### src/hw/rtl/gfa_pkg.sv
// shared widths, register indexes, queue entry type and helpers
// for the gated frequency averager; no dependencies
package gfa_pkg;

  localparam int SNAP_W        = 48;
  localparam int SUM_W         = 53;
  localparam int GATE_W        = 4;
  localparam int SAMP_W        = 6;
  localparam int MAX_SAMPLES   = 32;
  localparam int ADDR_W        = 3;
  localparam int DATA_W        = 32;

  localparam int QUEUE_DEPTH   = 2;
  localparam int QPTR_W        = $clog2(QUEUE_DEPTH);
  localparam int QCNT_W        = $clog2(QUEUE_DEPTH + 1);

  localparam int BITS_PER_STEP = 2;
  localparam int DIV_W         = ((SUM_W + BITS_PER_STEP - 1) / BITS_PER_STEP) * BITS_PER_STEP;
  localparam int DIV_STEPS     = DIV_W / BITS_PER_STEP;
  localparam int STEP_W        = $clog2(DIV_STEPS);

  localparam logic REG_GATE    = 1'b0;
  localparam logic REG_SAMPLES = 1'b1;

  localparam logic [GATE_W-1:0] GATE_RESET    = GATE_W'(2);
  localparam logic [SAMP_W-1:0] SAMPLES_RESET = SAMP_W'(2);

  typedef struct packed {
    logic [GATE_W-1:0] gate;
    logic [SAMP_W-1:0] samples;
    logic              clear;
  } cfg_t;

  typedef struct packed {
    logic [SUM_W-1:0]  sum;
    logic [SAMP_W-1:0] samples;
    logic [GATE_W-1:0] gate;
  } job_t;

  function automatic logic [SAMP_W-1:0] eff_samples(input logic [SAMP_W-1:0] n);
    logic [SAMP_W-1:0] r;
    r = n;
    if (n == '0) r = SAMP_W'(1);
    if (n > SAMP_W'(MAX_SAMPLES)) r = SAMP_W'(MAX_SAMPLES);
    return r;
  endfunction

  function automatic logic [GATE_W-1:0] eff_gate(input logic [GATE_W-1:0] g);
    return (g == '0) ? GATE_W'(1) : g;
  endfunction

endpackage

### src/hw/rtl/gfa_front.sv
// front end: takes gate-end transactions, forms the count difference,
// accumulates the sum and queues a job per completed average; uses gfa_pkg
module gfa_front (
  input  logic                        clk,
  input  logic                        rst,
  input  logic                        in_valid,
  output logic                        in_stall,
  input  logic [gfa_pkg::SNAP_W-1:0]  counter_snapshot,
  input  gfa_pkg::cfg_t               cfg,
  input  logic                        q_full,
  output logic                        q_push,
  output gfa_pkg::job_t               q_job
);
  import gfa_pkg::*;

  logic [SNAP_W-1:0] previous_snapshot;
  logic [SAMP_W-1:0] gates_collected;
  logic [SUM_W-1:0]  count_sum;

  logic [SNAP_W-1:0] diff;
  logic [SUM_W:0]    sum_wide;
  logic [SUM_W-1:0]  sum_next;
  logic [SAMP_W-1:0] gates_next;
  logic              done;
  logic              accept;

  assign in_stall   = q_full;
  assign accept     = in_valid && !in_stall;
  assign diff       = counter_snapshot - previous_snapshot;
  assign sum_wide   = {1'b0, count_sum} + (SUM_W + 1)'(diff);
  assign sum_next   = sum_wide[SUM_W] ? {SUM_W{1'b1}} : sum_wide[SUM_W-1:0];
  assign gates_next = gates_collected + SAMP_W'(1);
  assign done       = gates_next >= cfg.samples;

  assign q_push        = accept && done;
  assign q_job.sum     = sum_next;
  assign q_job.samples = cfg.samples;
  assign q_job.gate    = cfg.gate;

  always_ff @(posedge clk) begin
    if (rst) begin
      previous_snapshot <= '0;
      gates_collected   <= '0;
      count_sum         <= '0;
    end else if (cfg.clear) begin
      gates_collected <= '0;
      count_sum       <= '0;
    end else if (accept) begin
      previous_snapshot <= counter_snapshot;
      if (done) begin
        gates_collected <= '0;
        count_sum       <= '0;
      end else begin
        gates_collected <= gates_next;
        count_sum       <= sum_next;
      end
    end
  end

endmodule

### src/hw/rtl/gfa_queue.sv
// short job queue between the front end and the divider back end
// uses gfa_pkg
module gfa_queue (
  input  logic          clk,
  input  logic          rst,
  input  logic          push,
  input  gfa_pkg::job_t push_job,
  input  logic          pop,
  output gfa_pkg::job_t head,
  output logic          empty,
  output logic          full
);
  import gfa_pkg::*;

  job_t              entries [QUEUE_DEPTH];
  logic [QPTR_W-1:0] wr_ptr;
  logic [QPTR_W-1:0] rd_ptr;
  logic [QCNT_W-1:0] count;

  assign empty = (count == '0);
  assign full  = (count == QCNT_W'(QUEUE_DEPTH));
  assign head  = entries[rd_ptr];

  function automatic logic [QPTR_W-1:0] bump(input logic [QPTR_W-1:0] p);
    return (p == QPTR_W'(QUEUE_DEPTH - 1)) ? '0 : p + QPTR_W'(1);
  endfunction

  always_ff @(posedge clk) begin
    if (push) entries[wr_ptr] <= push_job;
  end

  always_ff @(posedge clk) begin
    if (rst) begin
      wr_ptr <= '0;
      rd_ptr <= '0;
      count  <= '0;
    end else begin
      if (push) wr_ptr <= bump(wr_ptr);
      if (pop)  rd_ptr <= bump(rd_ptr);
      if (push && !pop)      count <= count + QCNT_W'(1);
      else if (pop && !push) count <= count - QCNT_W'(1);
    end
  end

endmodule

### src/hw/rtl/gfa_back.sv
// back end: shared radix-4 restoring divider giving sum/samples then
// mean/gate, with a registered result output; uses gfa_pkg
module gfa_back (
  input  logic                        clk,
  input  logic                        rst,
  input  logic                        q_empty,
  input  gfa_pkg::job_t               q_head,
  output logic                        q_pop,
  output logic                        out_valid,
  input  logic                        out_stall,
  output logic [gfa_pkg::SNAP_W-1:0]  mean_count,
  output logic [gfa_pkg::SNAP_W-1:0]  frequency_hz
);
  import gfa_pkg::*;

  typedef enum logic [3:0] {
    IDLE     = 4'b0001,
    DIV_MEAN = 4'b0010,
    DIV_FREQ = 4'b0100,
    OUTPUT   = 4'b1000
  } state_t;

  state_t            state;
  logic [DIV_W-1:0]  quo;
  logic [SAMP_W-1:0] rem;
  logic [SAMP_W-1:0] divisor;
  logic [GATE_W-1:0] gate;
  logic [STEP_W-1:0] step;
  logic [SUM_W-1:0]  mean;

  logic [DIV_W-1:0]  step_quo;
  logic [SAMP_W-1:0] step_rem;
  logic [SAMP_W:0]   trial;
  logic              last_step;
  logic              out_free;

  always_comb begin
    step_quo = quo;
    step_rem = rem;
    trial    = '0;
    for (int k = 0; k < BITS_PER_STEP; k++) begin
      trial = {step_rem, step_quo[DIV_W-1]};
      if (trial >= {1'b0, divisor}) begin
        step_rem = SAMP_W'(trial - {1'b0, divisor});
        step_quo = {step_quo[DIV_W-2:0], 1'b1};
      end else begin
        step_rem = trial[SAMP_W-1:0];
        step_quo = {step_quo[DIV_W-2:0], 1'b0};
      end
    end
  end

  assign last_step = (step == STEP_W'(DIV_STEPS - 1));
  assign q_pop     = (state == IDLE) && !q_empty;
  assign out_free  = !out_valid || !out_stall;

  always_ff @(posedge clk) begin
    if (rst) begin
      state     <= IDLE;
      out_valid <= 1'b0;
    end else begin
      if ((state == OUTPUT) && out_free) out_valid <= 1'b1;
      else if (out_valid && !out_stall) out_valid <= 1'b0;
      unique case (state)
        IDLE: begin
          if (!q_empty) state <= DIV_MEAN;
        end
        DIV_MEAN: begin
          if (last_step) state <= DIV_FREQ;
        end
        DIV_FREQ: begin
          if (last_step) state <= OUTPUT;
        end
        OUTPUT: begin
          if (out_free) state <= IDLE;
        end
        default: state <= IDLE;
      endcase
    end
  end

  always_ff @(posedge clk) begin
    unique case (state)
      IDLE: begin
        quo     <= DIV_W'(q_head.sum);
        rem     <= '0;
        divisor <= q_head.samples;
        gate    <= q_head.gate;
        step    <= '0;
      end
      DIV_MEAN: begin
        if (last_step) begin
          mean    <= step_quo[SUM_W-1:0];
          quo     <= DIV_W'(step_quo[SUM_W-1:0]);
          rem     <= '0;
          divisor <= SAMP_W'(gate);
          step    <= '0;
        end else begin
          quo  <= step_quo;
          rem  <= step_rem;
          step <= step + STEP_W'(1);
        end
      end
      DIV_FREQ: begin
        quo  <= step_quo;
        rem  <= step_rem;
        step <= step + STEP_W'(1);
      end
      OUTPUT: begin
        if (out_free) begin
          mean_count   <= mean[SNAP_W-1:0];
          frequency_hz <= quo[SNAP_W-1:0];
        end
      end
      default: begin
        step <= '0;
      end
    endcase
  end

endmodule

### src/hw/rtl/gated_frequency_averager.sv
// gated frequency averager top level: register port, front end, job queue
// and divider back end; uses gfa_pkg, gfa_front, gfa_queue, gfa_back
// the shared divider runs a pass for the mean, then for the frequency
// throughput: one input transaction per cycle while the queue has room;
// the two-bit-per-cycle divider takes the next job once a result is
// loaded into the output register
// reset (synchronous): sum, gate count and previous snapshot cleared,
// queue emptied, registers back to gate 2 s and 2 samples
module gated_frequency_averager (
  input  logic                        clk,
  input  logic                        rst,
  input  logic                        in_valid,
  output logic                        in_stall,
  input  logic [gfa_pkg::SNAP_W-1:0]  counter_snapshot,
  output logic                        out_valid,
  input  logic                        out_stall,
  output logic [gfa_pkg::SNAP_W-1:0]  mean_count,
  output logic [gfa_pkg::SNAP_W-1:0]  frequency_hz,
  input  logic                        psel,
  input  logic                        penable,
  input  logic                        pwrite,
  input  logic [gfa_pkg::ADDR_W-1:0]  paddr,
  input  logic [gfa_pkg::DATA_W-1:0]  pwdata,
  output logic [gfa_pkg::DATA_W-1:0]  prdata,
  output logic                        pready
);
  import gfa_pkg::*;

  logic [GATE_W-1:0] gate_seconds;
  logic [SAMP_W-1:0] samples_per_result;
  logic              wr;
  logic              reg_idx;
  cfg_t              cfg;
  logic              q_full;
  logic              q_empty;
  logic              q_push;
  logic              q_pop;
  job_t              q_job;
  job_t              q_head;

  assign pready  = 1'b1;
  assign wr      = psel && penable && pwrite && pready;
  assign reg_idx = paddr[2];

  always_ff @(posedge clk) begin
    if (rst) begin
      gate_seconds       <= GATE_RESET;
      samples_per_result <= SAMPLES_RESET;
    end else if (wr) begin
      unique case (reg_idx)
        REG_GATE:    gate_seconds       <= pwdata[GATE_W-1:0];
        REG_SAMPLES: samples_per_result <= pwdata[SAMP_W-1:0];
        default:     gate_seconds       <= gate_seconds;
      endcase
    end
  end

  always_comb begin
    unique case (reg_idx)
      REG_GATE:    prdata = DATA_W'(gate_seconds);
      REG_SAMPLES: prdata = DATA_W'(samples_per_result);
      default:     prdata = '0;
    endcase
  end

  assign cfg.gate    = eff_gate(gate_seconds);
  assign cfg.samples = eff_samples(samples_per_result);
  assign cfg.clear   = wr && (reg_idx == REG_SAMPLES);

  gfa_front u_front (
    .clk              (clk),
    .rst              (rst),
    .in_valid         (in_valid),
    .in_stall         (in_stall),
    .counter_snapshot (counter_snapshot),
    .cfg              (cfg),
    .q_full           (q_full),
    .q_push           (q_push),
    .q_job            (q_job)
  );

  gfa_queue u_queue (
    .clk      (clk),
    .rst      (rst),
    .push     (q_push),
    .push_job (q_job),
    .pop      (q_pop),
    .head     (q_head),
    .empty    (q_empty),
    .full     (q_full)
  );

  gfa_back u_back (
    .clk          (clk),
    .rst          (rst),
    .q_empty      (q_empty),
    .q_head       (q_head),
    .q_pop        (q_pop),
    .out_valid    (out_valid),
    .out_stall    (out_stall),
    .mean_count   (mean_count),
    .frequency_hz (frequency_hz)
  );

endmodule

### config.mk
export PLATFORM = sky130hd
export DESIGN_NAME = gated_frequency_averager
export DESIGN_NICKNAME = d
export VERILOG_FILES = /design/src/hw/rtl/gfa_pkg.sv /design/src/hw/rtl/gfa_front.sv /design/src/hw/rtl/gfa_queue.sv /design/src/hw/rtl/gfa_back.sv /design/src/hw/rtl/gated_frequency_averager.sv
export SDC_FILE = /design/constraint.sdc
export NUM_CORES = 1
export LEC_CHECK = 0
export ABC_AREA = 1
export BUFFER_PORTS_ARGS = -buffer_cell sky130_fd_sc_hd__buf_2
export CELL_PAD_IN_SITES_DETAIL_PLACEMENT = 1
export CELL_PAD_IN_SITES_GLOBAL_PLACEMENT = 1
export CORE_MARGIN = 4
export CORE_UTILIZATION = 47
export CTS_BUF_LIST = sky130_fd_sc_hd__clkbuf_16
export DETAILED_ROUTE_END_ITERATION = 12
export PLACE_DENSITY_LB_ADDON = 0.1
export SLEW_MARGIN = 10
export SYNTH_ARGS = -nofsm -noshare
export SYNTH_HDL_FRONTEND = slang
export SYNTH_HIERARCHICAL = 1
export SYNTH_SLANG_ARGS = --single-unit
export TNS_END_PERCENT = 20
### constraint.sdc
create_clock -name clk -period 7 [get_ports clk]
set_input_delay 1.05 -clock clk [delete_from_list [all_inputs] [get_ports clk]]
set_output_delay 1.05 -clock clk [all_outputs]
set_load 0.05 [all_outputs]
# ---- Word level (Yosys, flattened, before mapping)
# Memories as Yosys holds them, arrays and structs flattened. A register that Yosys moved wholly into a read port is not among the register bits.
# Index checks and enable logic that the tools add are counted.
dict set report classes {
  add_sub_neg 10
  order_cmp 4
  n_eq_ne 10
  muxes 34
  bitwise_logic 2
  n_reduce_logical 32
}
# cell n
set op_table {}
lappend op_table {{case mux 54 bit (3 select lines)} 1}
lappend op_table {{two-way mux 53 bit} 2}
lappend op_table {{case mux 32 bit (2 select lines)} 1}
lappend op_table {{adder 53 x 48 -> 54 bit} 1}
lappend op_table {{two-way mux 54 bit} 1}
lappend op_table {{subtractor 48 bit} 1}
lappend op_table {{two-way mux 6 bit} 7}
lappend op_table {{two-way mux 4 bit} 5}
lappend op_table {{case mux 6 bit (3 select lines)} 1}
lappend op_table {{case mux 4 bit (4 select lines)} 1}
lappend op_table {{case mux 5 bit (3 select lines)} 1}
lappend op_table {{>= comparator 7 x 6 -> 1 bit} 2}
lappend op_table {{case mux 6 bit (2 select lines)} 1}
lappend op_table {{AND reduction 2 bit} 6}
lappend op_table {{subtractor 6 bit} 2}
lappend op_table {{logical AND 1 bit} 10}
lappend op_table {{two-way mux 1 bit} 10}
lappend op_table {{adder 6 x 1 -> 6 bit, second input constant} 1}
lappend op_table {{>= comparator 6 bit} 1}
lappend op_table {{greater-than comparator 6 bit, second input constant} 1}
lappend op_table {{zero test 1 bit} 6}
lappend op_table {{zero test 6 bit} 1}
lappend op_table {{inequality test 2 x 1 -> 1 bit, second input constant} 3}
lappend op_table {{nonzero test 2 bit} 3}
lappend op_table {{other kinds (20)} 23}
dict set report word_totals {
  regBits 345
  ramBits 126
  inputBits 90
  out_inout_bits 131
  word_cells 111
  n_memories 1
}
# name depth word_bits rd rd_clocked_by_memory_dff wr line
set mem_list {}
lappend mem_list {u_queue.entries 2 63 1 1 1 gfa_queue.sv:15} ;# job_t entries [QUEUE_DEPTH];

# ---- Longest topological paths before layout
dict set report depth {
  word_depth 9
  ltp_mapped 29
  mapped_depth_nobuf 28
}

# ---- By module
# The synthesis kept the hierarchy.
# module instances cells_per_inst area_per_inst_um2 seq_area_each_um2
set by_module_without_submodules {}
lappend by_module_without_submodules {gfa_front 1 2121 12669.7 2142.1}
lappend by_module_without_submodules {gfa_back 1 605 8536.9 6676.4}
lappend by_module_without_submodules {gfa_queue 1 229 5076.1 3883.7}
lappend by_module_without_submodules {gated_frequency_averager 1 125 792.0 200.2}

# ---- Least setup slack after synthesis
# Ideal clock, no wire load.
dict set report synth_path {
  kind {in2reg}
  start {input port out_stall}
  end {register u_back/frequency_hz[0] (netlist name) (enable)}
  setup_time_ns 0.582
  arrival_ns 5.707
  required_time_ns 6.418
  path_slack_ns 0.711
  cell_stages 1
  n_path_buf 0
  path_cell_list {a21oi_1}
}
dict set report synth_between {
  elab_chain_cells 3
}
# item line
set synth_rtl {}
lappend synth_rtl {{start: declaration} gated_frequency_averager.sv:16} ;# input logic out_stall,
lappend synth_rtl {{zero test 1 bit} gfa_back.sv:55} ;# assign out_free = !out_valid || !out_stall;
lappend synth_rtl {{logical OR 1 bit} gfa_back.sv:55}
lappend synth_rtl {{AND reduction 2 bit (no line)} n/a}
lappend synth_rtl {{end signal: assignment} gfa_back.sv:112} ;# frequency_hz <= quo[SNAP_W-1:0];
lappend synth_rtl {{end: declaration} gfa_back.sv:12} ;# output logic [gfa_pkg::SNAP_W-1:0] frequency_hz
# No other way between the ends.
# A chain may end at the register's enable or synchronous reset.

==> flow_summary_export.csv <==
group,metric,value,unit
pwr,p_leak,0.0132,uW
pwr,p_int,7730,uW
floorplan,die_w,248,um
timing,fin_skew,0.0247,ns
final_layout,area_delta_synth_final,10.8,%
yosys,ys_warn_count,6,
clock_tree,cts_tree,"done",
pwr,powerDensity,458,nW/um2
yosys,synth_seq_cells,472,
critical_path,critPathLaunch,"counter_snapshot[0]",
global_routing,antenna_found_initial,2,
critical_path,regToRegSetupSlack,1.80,ns
yosys,synth_cell_types,60,
timing,final.min_clock_period,5.50,ns
critical_path,max_stage_delay,0.49,ns
clock_tree,cts_setup_buffers,0,
global_routing,grt-ovfl-total,0,
place,port_buffers,165,
timing,holdWs,0.420,ns
critical_path,cpMostUsedCell,"nand2_1",
yosys,yosysTopAreaCellShare,0.383,
critical_path,rr_startpoint,"u_front/previous_snapshot[0]",
critical_path,cp-end-kind,"flop",
yosys,yosys.area.top_type,"edfxtp_1",
timing,period_share,0.786,
clock_tree,cts_sinks,472,
detailed_routing,via_per_inst,5.15,
pwr,p_clk_frac,0.190,
floorplan,die_area,61500,um2
floorplan,coreArea,56700,um2
timing,setup_tns,0,ns
floorplan,row_count,87,
critical_path,crit_arrival,5.92,ns
timing,final-hold-violation-count,0,
place,gp_congestion,0.929,
detailed_routing,drc,0,
yosys,synth-edff-count,345,
pwr,p_comb_frac,0.485,
critical_path,required,7.41,ns
pwr,seqPwrFrac,0.326,
yosys,synth.avg_cell_area,8.79,um2
timing,slew_headroom,0.325,
timing,grt_setup_unrepaired,"false",
floorplan,pin_count,221,
clock_tree,cts-resized-gates,0,
global_routing,grt_pass1_vias,21900,
global_routing,grt_use_total,0.243,
timing,setup-violations-final,0,
min_path,hold_start,"u_back/mean[30]",
critical_path,critPathKind,"input port to flop",
floorplan,die_h,248,um
global_routing,grt_start_max_net_pins,95,
final_layout,fill_cells,6722,
detailed_routing,num_vias,20800,
clock_tree,cts_buffers,51,
final_layout,regArea,12900,um2
timing,final-max-slew-violation-count,0,
critical_path,path_max_fanout,20,
final_layout,antenna_cells,0,
timing,max_freq,182,MHz
final_layout,multi_input_area,11800,um2
critical_path,crit_path_start_kind,"input port",
detailed_routing,drt_pass1_iterations,5,
clock_tree,h-tree-depth,2,
global_routing,grt_pass1_wl,117000,um
detailed_routing,wl_per_cell,18.5,um
pwr,vdd.ir_drop.worst,0.000373,V
yosys,synth_area_leaders,"edfxtp_1 38%, nand2_1 12%, dfxtp_1 9.4%",
pwr,switching_power,5990,uW
clock_tree,cts-hold-fix-buffers,0,
detailed_routing,totalWireLength,74500,um
final_layout,stdcell_area,30000,um2
yosys,syn_area,27100,um2
clock_tree,clk_pin_slew,0.06,ns
status,status,"finished clean",
min_path,hp-class,"flop to flop",
yosys,netlist_instances,3080,
run,max-cap-violations,0,
final_layout,final_layout_size_suffix_gt1_frac,0.158,
min_path,hold_end,"u_back/mean_count[30]",
min_path,whs_path_depth,0,
floorplan,initial_core_util,0.477,
critical_path,reg2reg_depth,29,
yosys,async_flop_share,0,
timing,worst_slew_pin_slew,1.01,ns
yosys,ys_seq_area_frac,0.477,
critical_path,r2r_end,"u_front/count_sum[9]",
yosys,synth_flop_cell,"edfxtp_1",
detailed_routing,drt_iter0_markers,839,
critical_path,critical_path.slowest_cell,"o21ai_1",
pwr,swShare,0.436,
clock_tree,cts_root_buf,"clkbuf_16",
detailed_routing,antenna_left,0,
place,placed_area,28400,um2
place,place_hpwl,58400,um
final_layout,fin_nets,3448,
clock_tree,clock_path_buffers,3,
clock_tree,clk_latency,0.59,ns
final cells by class:
type                       instances  area share
clock buffer                      51      0.0426
tap                              756      0.0315
clock inverter                    43      0.0116
multi-input combinational       2066       0.394
timing repair buffer             180      0.0321
inverter                         464      0.0583
sequential                       472       0.430
cell usage in the layout, fill, tap and decap left out, drive strengths merged, types with 45 or more instances in the layout:
cell type	synthesis	final
inv	458	474
dfxtp	127	127
clkbuf	35	51
nor2	286	286
a211oi	47	47
buf	68	180
nand2	953	953
xnor2	45	45
ha	119	119
a21oi	177	177
edfxtp	345	345
o21ai	61	61
mux2	63	63
nand3	138	138
worst max-delay path: cells and delay by family:
family | cells | cell delay (ns)
simple gates | 16 | 1.88
fa+ha+maj | 3 | 0.99
buf+inv | 8 | 0.95
compound gates | 3 | 0.71
xor+xnor | 1 | 0.32
kinds of logic (layout without fill, tap and decap cells):
family                     after synthesis  count (layout)  share of synthesized area
AOI/OAI and AO/OA                      330             330                     0.0763
muxes                                   63              63                     0.0345
other                                    2              27                   0.000277
buffers and inverters                  567             738                     0.0925
and+or+nand+nor                       1440            1440                      0.235
DFF                                    472             472                      0.477
adders and majority gates              123             123                     0.0580
xor gates and xnor gates                83              83                     0.0268
cell usage after synthesis (3+ instances only):
cell,n
inv_1,433
nand2_4,18
a21oi_2,40
nor2_4,7
o21ai_1,10
buf_4,44
nand2_2,38
edfxtp_1,345
dfxtp_1,127
nor2_2,12
o21ai_0,46
o21ai_2,4
xor2_1,38
o211ai_1,7
ha_1,119
nand3_1,106
buf_12,9
nor4_1,3
a21boi_0,5
nor2_1,266
o21bai_1,11
clkbuf_1,35
clkinv_1,5
nand2_1,897
a21oi_1,136
xnor2_1,45
nand3b_1,6
inv_2,25
buf_6,5
nand3_4,17
a21o_1,6
fa_1,4
a31oi_1,7
a211oi_1,47
mux2_2,3
nor3_1,18
nor3_2,3
mux2_4,60
buf_2,8
nand4_1,25
nand3_2,15
how the worst max path moves through the flow:
stage / to / cells past startpoint
6_report: u_front/count_sum[9] / 31
5_1_grt: u_front/count_sum[9] / 31
4_1_cts: u_front/count_sum[9] / 27
3_5_place_dp: u_front/count_sum[12] / 27
3_3_place_gp: u_front/count_sum[9] / 27
2_1_floorplan: u_back/frequency_hz[0] / 1
metrics by stage:
step / power [uW] / instances / worst slack [ns] / util
finish: 13700 / 4032 / 1.50 / 0.529
global route: 14700 / 4032 / 1.23 / 0.529
CTS: 13800 / 4032 / 1.60 / 0.529
detailed placement: 11100 / 3938 / 0.992 / 0.500
global placement: 10800 / 3938 / 1.08 / 0.500
floorplan: 9330 / 3105 / 0.711 / -
sequential cells by signal, summed over array words and instances (netlist names), 5 cells and up, named ones only:
register                   count
u_back/divisor                 6
u_back/quo                    54
u_back/frequency_hz           48
u_back/mean_count             48
samples_per_result             6
u_front/previous_snapshot     48
u_front/gates_collected        6
u_back/mean                   48
u_queue/entries              126
u_back/step                    5
u_back/rem                     6
u_front/count_sum             53
metal layers:
layer	GRT usage	share of wire	vias to the layer above	wire, um
met5	0	0	-	0
met4	0.0679	0.028	0	2100
met2	0.418	0.48	379	35700
met1	0.329	0.46	10000	34300
li1	-	-	10200	-
met3	0.0258	0.033	115	2430
power groups by stage:
stage	logic, uW	registers (uW)	clock network (uW)
floorplan	4860	4470	0
global placement	6330	4470	0
detailed placement	6600	4510	0
CTS	6640	4470	2680
global route	7370	4530	2800
finish	6650	4470	2600
Note: power is estimated with default switching activity, not from simulation.
